**src/assert_macros.svh**
```systemverilog
// assertion helpers used by predecessor_lookup_table
`ifndef ASSERT_MACROS_SVH
`define ASSERT_MACROS_SVH

// property must hold at every clock edge out of reset
`define ASSERT_ALWAYS(label, clk, rst_n, expr, msg) \
    label: assert property (@(posedge clk) disable iff (!(rst_n)) (expr)) else $error(msg);

// consequent must hold in the same cycle as the antecedent
`define ASSERT_IMPL(label, clk, rst_n, ante, cons, msg) \
    label: assert property (@(posedge clk) disable iff (!(rst_n)) (ante) |-> (cons)) \
        else $error(msg);

// consequent must hold in the cycle after the antecedent
`define ASSERT_NEXT(label, clk, rst_n, ante, cons, msg) \
    label: assert property (@(posedge clk) disable iff (!(rst_n)) (ante) |=> (cons)) \
        else $error(msg);

`endif

```
**src/plt_ram.sv**
```systemverilog
// ----------------------------------------------------------------------------
// plt_ram
// Generic single-port synchronous ram with a registered read.
// ----------------------------------------------------------------------------
module plt_ram #(
    parameter int DATA_W = 8,
    parameter int DEPTH  = 16,
    parameter int ADDR_W = (DEPTH > 1) ? $clog2(DEPTH) : 1
) (
    input  logic              aclk,
    input  logic              we,
    input  logic [ADDR_W-1:0] addr,
    input  logic [DATA_W-1:0] wdata,
    output logic [DATA_W-1:0] rdata
);

    logic [DATA_W-1:0] mem [DEPTH];
    logic [DATA_W-1:0] rdata_reg;

    always_ff @(posedge aclk) begin
        if (we) begin
            mem[addr] <= wdata;
        end
        rdata_reg <= mem[addr];
    end

    assign rdata = rdata_reg;

endmodule

```
**config.mk**
```make
export PLATFORM = sky130hd
export DESIGN_NAME = plt_ram
export DESIGN_NICKNAME = d
export VERILOG_FILES = /design/src/assert_macros.svh /design/src/plt_ram.sv
export SDC_FILE = /design/constraint.sdc
export NUM_CORES = 1
export LEC_CHECK = 0
export ABC_AREA = 0
export BUFFER_PORTS_ARGS = -buffer_cell sky130_fd_sc_hd__buf_4
export CAP_MARGIN = 20
export CORE_MARGIN = 1
export CORE_UTILIZATION = 37
export CTS_BUF_LIST = sky130_fd_sc_hd__clkbuf_4 sky130_fd_sc_hd__clkbuf_8
export CTS_CLUSTER_DIAMETER = 100
export DETAILED_ROUTE_END_ITERATION = 8
export MAX_ROUTING_LAYER = met4
export PLACE_DENSITY_LB_ADDON = 0.12
export SLEW_MARGIN = 30
export SYNTH_ARGS = -nofsm -noshare
export SYNTH_HDL_FRONTEND = slang
export SYNTH_SLANG_ARGS = --single-unit
```
**constraint.sdc**
```tcl
create_clock -name aclk -period 1.6 [get_ports aclk]
set_input_delay 0.08 -clock aclk [delete_from_list [all_inputs] [get_ports aclk]]
set_output_delay 0.08 -clock aclk [all_outputs]
set_load 0.05 [all_outputs]
```
# Yosys cells after proc, flatten, opt, wreduce, memory -nomap -nowiden
# Memory sizes are Yosys's and may differ from the RTL's. A register that Yosys moved wholly into a read port is not among the register bits.
# Cells that the tools add are included.
op_classes:
  n_mux: 2
ops:
  columns: ["op", "n"]
  rows:
  - ["two-way mux 1 bit", 2]
word_totals:
  memories: 1
  mem_bits_rw: 128
  ff_bits: 0
  output_inout_bits: 8
memory_table:
  columns: ["memory", "words", "width", "rd", "rd_clocked_by_memory_dff", "wr", "line_no", "source"]
  rows:
  - ["mem", 16, 8, 1, 1, 1, "plt_ram.sv:17", "logic [DATA_W-1:0] mem [DEPTH];"]

# Longest topological paths before layout
# Gate-level depths: netlist of the first run.
depth:
  ltp_word: 2
  mapped_depth: 5

# Worst setup path before layout of the first run
# No wires, ideal clock.
synth_path:
  kind: "input -> register"
  from: "input addr[2]"
  to: "memory mem[0][0] (enable)"
  path_buffers: 0
  required_time_ps: 1217
  arrival_ps: 1190
  setup_ps: 383
  setup_slack_ps: 27
  path_stages: 2
  path_cell_list: "or3b_2 nor3_1"
synth_rtl:
  columns: ["item", "line_no", "source"]
  rows:
  - ["start: declaration", "plt_ram.sv:12", "input logic [ADDR_W-1:0] addr,"]
  - ["end: declaration", "plt_ram.sv:17", null]
# Straight into the memory's write port.

==> results by group, run 1 <==
Global route
  • Total GRT Usage: 16.8%
  • Number of global-route vias before repair: 2,545
  • Antenna violations before repair: 0
  • First-pass GRT wire length: 15.7 mm
  • Largest net degree at the start of global routing: 18
  • Remaining global-route overflow: 0

Setup path
  • Critical Path Fanout Max: 1
  • Setup crit start: mem[1][4]$_DFFE_PP_
  • Reg-to-Reg End: rdata[4]$_DFF_P_
  • CP endpoint kind: register
  • Critical Path Source Type: register
  • WS Path Type: register to register
  • R2R setup slack: 180 ps
  • Worst r2r path cells: 3
  • Worst R2R Start: mem[1][4]$_DFFE_PP_
  • Worst EP arrival: 1730 ps
  • Worst path required time: 1910 ps

Yosys
  • Distinct cells, synth: 18
  • Cells taking the most area after synthesis: edfxtp_1 76%, mux4_2 14%, dfxtp_1 3.2%, a22oi_1 2.4%, nor2_1 0.96%
  • Largest family of logic cells by synthesized area: multiplexers
  • Synth Area in XOR/XNOR: 0%
  • Synthesized area per cell: 22.0 µm²
  • Yosys warning count: 0
  • Syn Nets: 244
  • Post-synthesis sequential area ratio: 79.0%
  • Compound-Gate Fraction of Synth Area: 2.37%
  • Post-Synth Simple-Gate Area: 3.21%
  • Mapped Cells: 230
  • Multiplexer share of the synthesized area: 14.2%
  • Netlist Area Pre-Place: 5070 µm²
  • Synth area leader: edfxtp_1
  • Share of Yosys cell area claimed by the top area cell type: 75.9%
  • Adder-Cell Fraction of Synth Area: 0%
  • Flip-flop and latch count after synthesis: 136

Layout
  • ANT cells: 0
  • Final net count: 310
  • Commonest cells after routing, fill and taps aside: 128 x edfxtp_1, 48 x buf_4, 32 x mux4_2, 17 x clkbuf_8, 16 x a22oi_1
  • Commonest non-fill, non-tap cell in the layout: edfxtp_1
  • Max reg flops: 128
  • Post-Layout Cell Count: 484
  • Share of layout cells above drive strength 1: 36.4%
  • P&R area growth vs syn: 20.7%

Routing
  • Via density: 4.95
  • Drt drc: 0
  • Routed Antenna Nets: 0
  • WL/cell: 21.3 µm
  • Routed WL: 10.3 mm
  • DRT iter0 DRCs: 137
  • DRT Pass-1 Iters: 6
  • Via count: 2,395

Clock network
  • Clock root buffer: clkbuf_8
  • Post-CTS sizing: 0
  • Worst skew pair latency: 430 ps
  • CTS tree: yes
  • Reg clk slew, reported paths: 70 ps
  • H-tree level count: 4
  • Clk buf depth: 2
  • # Post-CTS Setup Buffers: 0
  • Hold buffers post-CTS: 8
  • Clock sink count: 136
  • Total CTS buffers: 17

Die
  • Die area: 14,200 µm²
  • Initial Util: 38.1%
  • Core area: 13,300 µm²
  • Row count: 42
  • Die height: 119 µm
  • Die width: 119 µm
  • IO Count: 22

STA
  • Final setup violation count: 0
  • Tmin final: 1420 ps
  • Final period util: 88.9%
  • Sum Neg Setup Slack: 0 ps
  • Hold_ws: 276 ps
  • Relative slew slack: 39.7%
  • Slew Limit Fails: 0
  • RSZ-0062 raised after global routing: false
  • Worst Skew: 5.54 ps
  • F_max: 703 MHz
  • Final worst setup slack: 177 ps
  • Worst-Margin Slew: 902 ps
  • Final hold violation count: 0

Power
  • Max IR drop VDD: 0.000641 V
  • Pleak: 2.04 nW
  • Pwr Density: 1210 nW/µm²

Worst hold path
  • Hold Crit Start: addr[2]
  • Worst hold-check path type: primary input to register
  • Hold path depth: 4
  • Hold endpoint: rdata[7]$_DFF_P_

Placement
  • Dpl cells: 445
  • PortBufs: 21
  • RD Place Congestion: 0.726
  • Setup WS pre-CTS: 17.1 ps
  • Final HPWL from detailed placement: 6.63 mm

Run
  • MaxCap Viol Count: 0

Run status
  • Status: finished, final reports clean
## final cells by class
class,instances,area [µm²]
clock buffer,19,249
timing repair buffer,58,480
sequential,136,4000
multi-input combinational,83,1000
fill,1161,7180
clock inverter,12,158
tap,176,220
## how the worst max path moves through the flow
stage,endpoint,depth (start not counted)
finish,rdata[4]$_DFF_P_,3
global route,rdata[4]$_DFF_P_,3
CTS,rdata[4]$_DFF_P_,3
detailed placement,rdata[1]$_DFF_P_,5
global placement,rdata[1]$_DFF_P_,5
floorplan,mem[0][0]$_DFFE_PP_,2
## critical path, cell delays in order (launching register included)
cell and delay, ps:
edfxtp_1 370, mux4_2 460, a22oi_1 380, nand2_1 90
## cell families (layout without fill, tap and decap cells)
| family | count (synthesis) | in the layout |
|---|---|---|
| compound gates | 16 | 16 |
| buf+inv | 11 | 89 |
| flops | 136 | 136 |
| mux | 32 | 32 |
| simple gates | 35 | 35 |
## cell usage after synthesis
cell type and n:
edfxtp_1 128, mux4_2 32, a22oi_1 16, nor2_1 13
nand2_1 9, dfxtp_1 8, buf_1 4, nor3_1 4
buf_2 2, buf_6 2, clkbuf_1 2, nand2b_1 2
nand3b_1 2, nor2b_1 2, and2_1 1, clkbuf_2 1
nand3_1 1, or3b_2 1
## routing by layer
metal  vias up  part of all wire (%)  global-route usage (%)
li1       1091                     -                       -
met4         0                   1.4                    6.72
met2        47                    51                    26.4
met5         -                     0                       -
met3        13                   4.4                    4.69
met1      1244                    43                    20.6
## through the flow
stage	util, %	cell area (µm²)	power (mW)
2_1_floorplan	-	5070	4.36
3_3_place_gp	42.3	5630	4.59
3_5_place_dp	42.3	5630	4.59
4_1_cts	46.0	6110	7.50
5_1_grt	46.0	6110	7.67
6_report	46.0	6110	7.42
## report_power, final
group          switching [mW]  leakage (nW)  internal (mW)  total, mW
clock                    1.21         0.215           1.69       2.90
combinational           0.300         0.600          0.212      0.512
sequential             0.0219          1.22           3.98       4.00
Power figures use the tool's default switching activity.
==> inputs of run 2 (changes only) <==
Settings changed: CORE_UTILIZATION 37 to 50.
Clock period 1.6 ns to 1.5 ns, I/O delays scaled along.
==> run 2 against run 1 <==
  * Register-to-register slack barely moved
  * Global-route usage grew 4.3 points
  * Clock skew rose by 3.9 ps
  * Cell area rose by 0.10%
  * Via count increased by 1.2%
  * Hold slack got worse by 31 ps
  * Wire length shrank 7.4%
  * Cell count shrank 7.4%
  * Sequential cell count unchanged
  * Fmax grew 6.9%
  * Sequential share of layout area down 0.067 points
  * Critical path type unchanged
  * Largest cell class unchanged
  * Largest power group unchanged
==> results by group, run 2 (synthesized netlist as in run 1, its figures left out) <==
Power
  • Flop pwr share: 54.0% (about the same)
  • Switching pwr: 1.65 mW (+8.0%)
  • Combinational power share: 6.9% (about the same)
  • Pwr Density: 1290 nW/µm² (+6.5%)
  • Max IR drop VDD: 0.000711 V (+11%)
  • Pleak: 2.06 nW (+1.2%)
  • Sw frac: 20.9% (+0.25 points)
  • P_int: 6.26 mW (+6.3%)
  • Clock power share: 39.1% (about the same)

Routing
  • WL/cell: 21.3 µm (about the same)
  • Via count: 2,423 (+1.2%)
  • DRT Pass-1 Iters: 4 (-2)
  • Met1 wire length: 4.14 mm (-7.2%)
  • Via density: 5.41 (+9.3%)
  • Routed Antenna Nets: 0 (unchanged)
  • Drt drc: 0 (unchanged)
  • DRT iter0 DRCs: 184 (+34%)
  • Routed WL: 9.54 mm (-7.4%)
  • Met3 WL: 699 µm (+56%)
  • Top Layer Used: met4
  • Met2 wire length: 4.62 mm (-12%)

Die
  • Row count: 36 (-14%)
  • Die area: 10,500 µm² (-26%)
  • Core area: 9820 µm² (-26%)
  • Die height: 103 µm (-14%)
  • Initial Util: 51.6% (+13 points)
  • IO Count: 22 (unchanged)
  • Die width: 103 µm (-14%)

Global route
  • Antenna violations before repair: 0 (unchanged)
  • Total GRT Usage: 21.1% (+4.3 points)
  • Remaining global-route overflow: 0 (unchanged)
  • Number of global-route vias before repair: 2,447 (-3.9%)
  • Largest net degree at the start of global routing: 20 (+2)
  • First-pass GRT wire length: 14.3 mm (-9.3%)

Clock network
  • Hold buffers post-CTS: 8 (unchanged)
  • Worst skew pair latency: 420 ps (about the same)
  • Reg clk slew, reported paths: 70 ps (about the same)
  • # Post-CTS Setup Buffers: 0 (unchanged)
  • Total CTS buffers: 17 (unchanged)
  • H-tree level count: 4 (unchanged)
  • Post-CTS sizing: 0 (unchanged)
  • Clock root buffer: clkbuf_8
  • Clock sink count: 136 (unchanged)
  • CTS tree: yes
  • Clk buf depth: 2 (unchanged)

Setup path
  • CP endpoint kind: register
  • CP endpoint: rdata[4]$_DFF_P_
  • Worst r2r path cells: 3 (unchanged)
  • Reg-to-Reg End: rdata[4]$_DFF_P_
  • Setup crit start: mem[11][4]$_DFFE_PP_
  • Worst path required time: 1800 ps (-110 ps)
  • R2R setup slack: 170 ps (about the same)
  • Critical Path Source Type: register
  • WS Path Type: register to register
  • Critical Path Fanout Max: 1 (unchanged)
  • Worst EP arrival: 1630 ps (-100 ps)
  • Worst R2R Start: mem[11][4]$_DFFE_PP_

Layout
  • P&R area growth vs syn: 20.8%
  • Fillcell total: 756 (-35%)
  • Final instance area: 6120 µm² (+0.10%)
  • Share of layout cells above drive strength 1: 37.5% (+1.1 points)
  • Commonest non-fill, non-tap cell in the layout: edfxtp_1
  • Max reg flops: 128 (unchanged)
  • Final net count: 316 (+1.9%)
  • Commonest cells after routing, fill and taps aside: 128 x edfxtp_1, 54 x buf_4, 32 x mux4_2, 17 x clkbuf_8, 16 x a22oi_1
  • Post-Layout Cell Count: 448 (-7.4%)
  • ANT cells: 0 (unchanged)

STA
  • Worst Skew: 9.46 ps (+3.93 ps)
  • Slew Limit Fails: 0 (unchanged)
  • Hold_ws: 245 ps (-31.3 ps)
  • RSZ-0062 raised after global routing: false
  • Worst-Margin Slew: 903 ps (+1.31 ps)
  • Final setup violation count: 0 (unchanged)
  • Tmin final: 1330 ps (-92.1 ps)
  • Relative slew slack: 39.6% (-0.088 points)
  • Final period util: 88.7% (-0.21 points)
  • F_max: 751 MHz (+6.9%)
  • Final hold violation count: 0 (unchanged)

Placement
  • RD Place Congestion: 0.737 (+1.5%)
  • Dpl cells: 408 (-8.3%)
  • Final HPWL from detailed placement: 6.44 mm (-2.8%)
  • Placed instance area: 5620 µm² (about the same)
  • PortBufs: 21 (unchanged)

Worst hold path
  • Worst hold-check path type: primary input to register

Run status
  • Status: finished, final reports clean

Run
  • MaxCap Viol Count: 0 (unchanged)
-- run 2: layout make-up --
class                      instances  area, µm²  area share (%)
tap                              133        166            2.72
multi-input combinational         83       1010            16.5
clock buffer                      17        234            3.82
sequential                       136       4000            65.4
clock inverter                    15        183            2.98
timing repair buffer              64        526            8.59
-- run 2: worst min path at each step --
stage | from | endpoint | depth (start not counted)
after floorplan | wdata[0] | mem[0][0]$_DFFE_PP_ | 0
after global placement | wdata[5] | mem[14][5]$_DFFE_PP_ | 1
after detailed placement | wdata[5] | mem[14][5]$_DFFE_PP_ | 1
after CTS | addr[2] | rdata[6]$_DFF_P_ | 5
after global routing | addr[3] | mem[5][3]$_DFFE_PP_ | 3
final | addr[2] | rdata[6]$_DFF_P_ | 5
-- run 2: layer usage --
metal  global-route usage, %  vias to the layer above
li1                        -                     1105
met1                    28.1                     1229
met2                    30.8                       81
met3                    7.32                        8
met4                    6.59                        0
met5                       -                        -
-- run 2: power by group through the flow --
stage / registers, mW / logic (mW) / clock network, mW
finish: 4.27 / 0.543 / 3.09
global route: 4.28 / 0.580 / 3.33
CTS: 4.27 / 0.554 / 3.15
detailed placement: 4.36 / 0.537 / 0
global placement: 4.36 / 0.530 / 0
floorplan: 4.44 / 0.220 / 0
-- run 2: stage by stage --
step	util [%]	total power [mW]	setup slack [ps]	TNS [ps]
final	62.3	7.91	169	0
after global routing	62.3	8.19	89.8	0
after CTS	62.3	7.98	129	0
after detailed placement	57.3	4.89	22.4	0
after global placement	57.3	4.88	6.22	0
after floorplan	-	4.66	-13.1	-473
-- run 2: critical path, stage by stage (launching register included) --
cell and delay (ps):
edfxtp_1 360, mux4_2 480, a22oi_1 280, nand2_1 90
==> inputs of run 3 (changes only) <==
Settings changed: CORE_UTILIZATION 50 to 25.
==> run 3 against run 2 <==
  * Sequential power barely moved
  * Register-to-register slack got worse by 20 ps
  * Highest routed layer unchanged
  * Sequential cell count unchanged
  * Combinational power rose by 4.4%
  * Clock skew barely moved
  * Largest power group unchanged
  * Fmax is 1.8% lower
  * Sequential share of layout area down 2.2 points
  * First-iteration DRC count down 8.7%
  * Cell area increased by 3.4%
==> results by group, run 3 (synthesized netlist as in run 1, its figures left out) <==
Run status
  • Status: finished, final reports clean

Routing
  • WL/cell: 18.7 µm (-12%)
  • DRT Pass-1 Iters: 4 (unchanged)
  • Via count: 2,364 (-2.4%)
  • DRT iter0 DRCs: 168 (-8.7%)
  • Routed WL: 10.8 mm (+14%)
  • Routed Antenna Nets: 0 (unchanged)
  • Via density: 4.07 (-25%)
  • Drt drc: 0 (unchanged)

Power
  • Pwr Density: 1290 nW/µm² (-0.54%)
  • Pleak: 2.07 nW (+0.50%)
  • Max IR drop VDD: 0.000484 V (-32%)

Die
  • Initial Util: 25.8% (-26 points)
  • Die area: 20,800 µm² (+98%)
  • Row count: 51 (+42%)
  • Core area: 19,700 µm² (+100%)
  • Die height: 144 µm (+41%)
  • Die width: 144 µm (+41%)
  • IO Count: 22 (unchanged)

Layout
  • Max reg flops: 128 (unchanged)
  • Final core utilization: 32.2% (-30 points)
  • Commonest non-fill, non-tap cell in the layout: edfxtp_1
  • Post-Layout Cell Count: 581 (+30%)
  • Fillcell total: 1,952 (+160%)
  • Final net count: 317 (+0.32%)
  • Commonest cells after routing, fill and taps aside: 128 x edfxtp_1, 54 x buf_4, 32 x mux4_2, 19 x clkbuf_8, 16 x a22oi_1
  • ANT cells: 0 (unchanged)
  • P&R area growth vs syn: 24.9%
  • Share of layout cells above drive strength 1: 38.6% (+1.1 points)

Worst hold path
  • Hold endpoint: rdata[7]$_DFF_P_
  • Hold Crit Start: addr[3]
  • Hold path depth: 5 (unchanged)
  • Worst hold-check path type: primary input to register

Setup path
  • Critical Path Source Type: register
  • WS Path Type: register to register
  • Worst r2r path cells: 3 (unchanged)
  • CP endpoint kind: register
  • Worst R2R Start: mem[1][0]$_DFFE_PP_
  • Worst EP arrival: 1690 ps (+60 ps)
  • Worst path required time: 1840 ps (+40 ps)
  • Critical Path Fanout Max: 1 (unchanged)
  • Reg-to-Reg End: rdata[0]$_DFF_P_
  • R2R setup slack: 140 ps (-20 ps)

STA
  • Worst Skew: 9.28 ps (-0.180 ps)
  • Slew Limit Fails: 0 (unchanged)
  • F_max: 738 MHz (-1.8%)
  • Tmin final: 1360 ps (+24.9 ps)
  • RSZ-0062 raised after global routing: false
  • Relative slew slack: 42.0% (+2.4 points)
  • Final hold violation count: 0 (unchanged)
  • Worst-Margin Slew: 867 ps (-36.4 ps)
  • Final worst setup slack: 144 ps (-24.9 ps)
  • Final period util: 90.4% (+1.7 points)
  • Final setup violation count: 0 (unchanged)

Placement
  • PortBufs: 21 (unchanged)
  • Setup WS pre-CTS: -201 ps (-223 ps)
  • Final HPWL from detailed placement: 7.37 mm (+14%)
  • RD Place Congestion: 0.671 (-9.0%)
  • Dpl cells: 541 (+33%)

Clock network
  • Clk buf depth: 2 (unchanged)
  • Total CTS buffers: 17 (unchanged)
  • Reg clk slew, reported paths: 80 ps (about the same)
  • Clock sink count: 136 (unchanged)
  • H-tree level count: 4 (unchanged)
  • CTS tree: yes
  • Clock root buffer: clkbuf_8
  • Worst skew pair latency: 440 ps (+20 ps)
  • # Post-CTS Setup Buffers: 0 (unchanged)

Global route
  • First-pass GRT wire length: 16.5 mm (+16%)
  • Remaining global-route overflow: 0 (unchanged)
  • Largest net degree at the start of global routing: 17 (-15%)
  • Total GRT Usage: 12.0% (-9.1 points)
  • Number of global-route vias before repair: 2,658 (+8.6%)
  • Antenna violations before repair: 0 (unchanged)

Run
  • MaxCap Viol Count: 0 (unchanged)
run 3: cell types whose count changed in the layout (fill, tap and decap cells not counted), sizes merged:
cell      before  now
clkinvlp       2    4
clkbuf        17   20
buf           56   57
clkinv         8    3
run 3: worst max-delay path: stages (launching register included):
cell and delay (ps):
edfxtp_1 380, mux4_2 460, a22oi_1 320, nand2_1 90
run 3: area by class of cell:
| cell class | count | area [µm²] | area share, % |
|---|---|---|---|
| clock buffers | 20 | 269 | 4.25 |
| clock inverters | 12 | 173 | 2.73 |
| multi-input cells | 83 | 1010 | 15.9 |
| flip-flops and latches | 136 | 4000 | 63.2 |
| well taps | 265 | 332 | 5.24 |
| repair buffers | 65 | 546 | 8.62 |
run 3: metal layers:
layer / up-vias / global-route usage (%) / routed length (µm)
met5: - / - / 0
met4: 0 / 5.65 / 229
met3: 16 / 2.78 / 223
met2: 30 / 18.9 / 5390
met1: 1212 / 14.7 / 5010
li1: 1106 / - / -
run 3: what timing repair did:
item | 4_1_cts | 5_1_grt
endpoints found under the hold margin | 128 | 0
gates resized for setup | 0 | 0
hold buffers | 8 | 0
run 3: how the worst max path moves through the flow:
stage | start | to | slack, ps | depth (start not counted)
global placement | addr[0] | rdata[7]$_DFF_P_ | -220 | 6
detailed placement | addr[0] | rdata[7]$_DFF_P_ | -200 | 6
global route | mem[1][0]$_DFFE_PP_ | rdata[0]$_DFF_P_ | 70 | 3
finish | mem[1][0]$_DFFE_PP_ | rdata[0]$_DFF_P_ | 140 | 3
CTS | mem[11][5]$_DFFE_PP_ | rdata[5]$_DFF_P_ | 120 | 3
floorplan | addr[1] | mem[12][0]$_DFFE_PP_ | -10 | 3
run 3: power by group:
group | internal, mW | switching [mW] | total, mW | leakage, nW
combinational | 0.242 | 0.324 | 0.567 | 0.638
sequential | 4.24 | 0.0211 | 4.26 | 1.22
clock | 1.91 | 1.40 | 3.31 | 0.212
run 3: stage by stage:
step / setup TNS (ps) / instance area (µm²) / hold slack, ps / power (mW)
2_1_floorplan: -473 / 5070 / 174 / 4.66
4_1_cts: 0 / 6330 / 138 / 8.24
6_report: 0 / 6330 / 176 / 8.14
5_1_grt: 0 / 6330 / 190 / 8.44
3_5_place_dp: -4190 / 5810 / 399 / 4.92
3_3_place_gp: -4230 / 5810 / 394 / 4.91
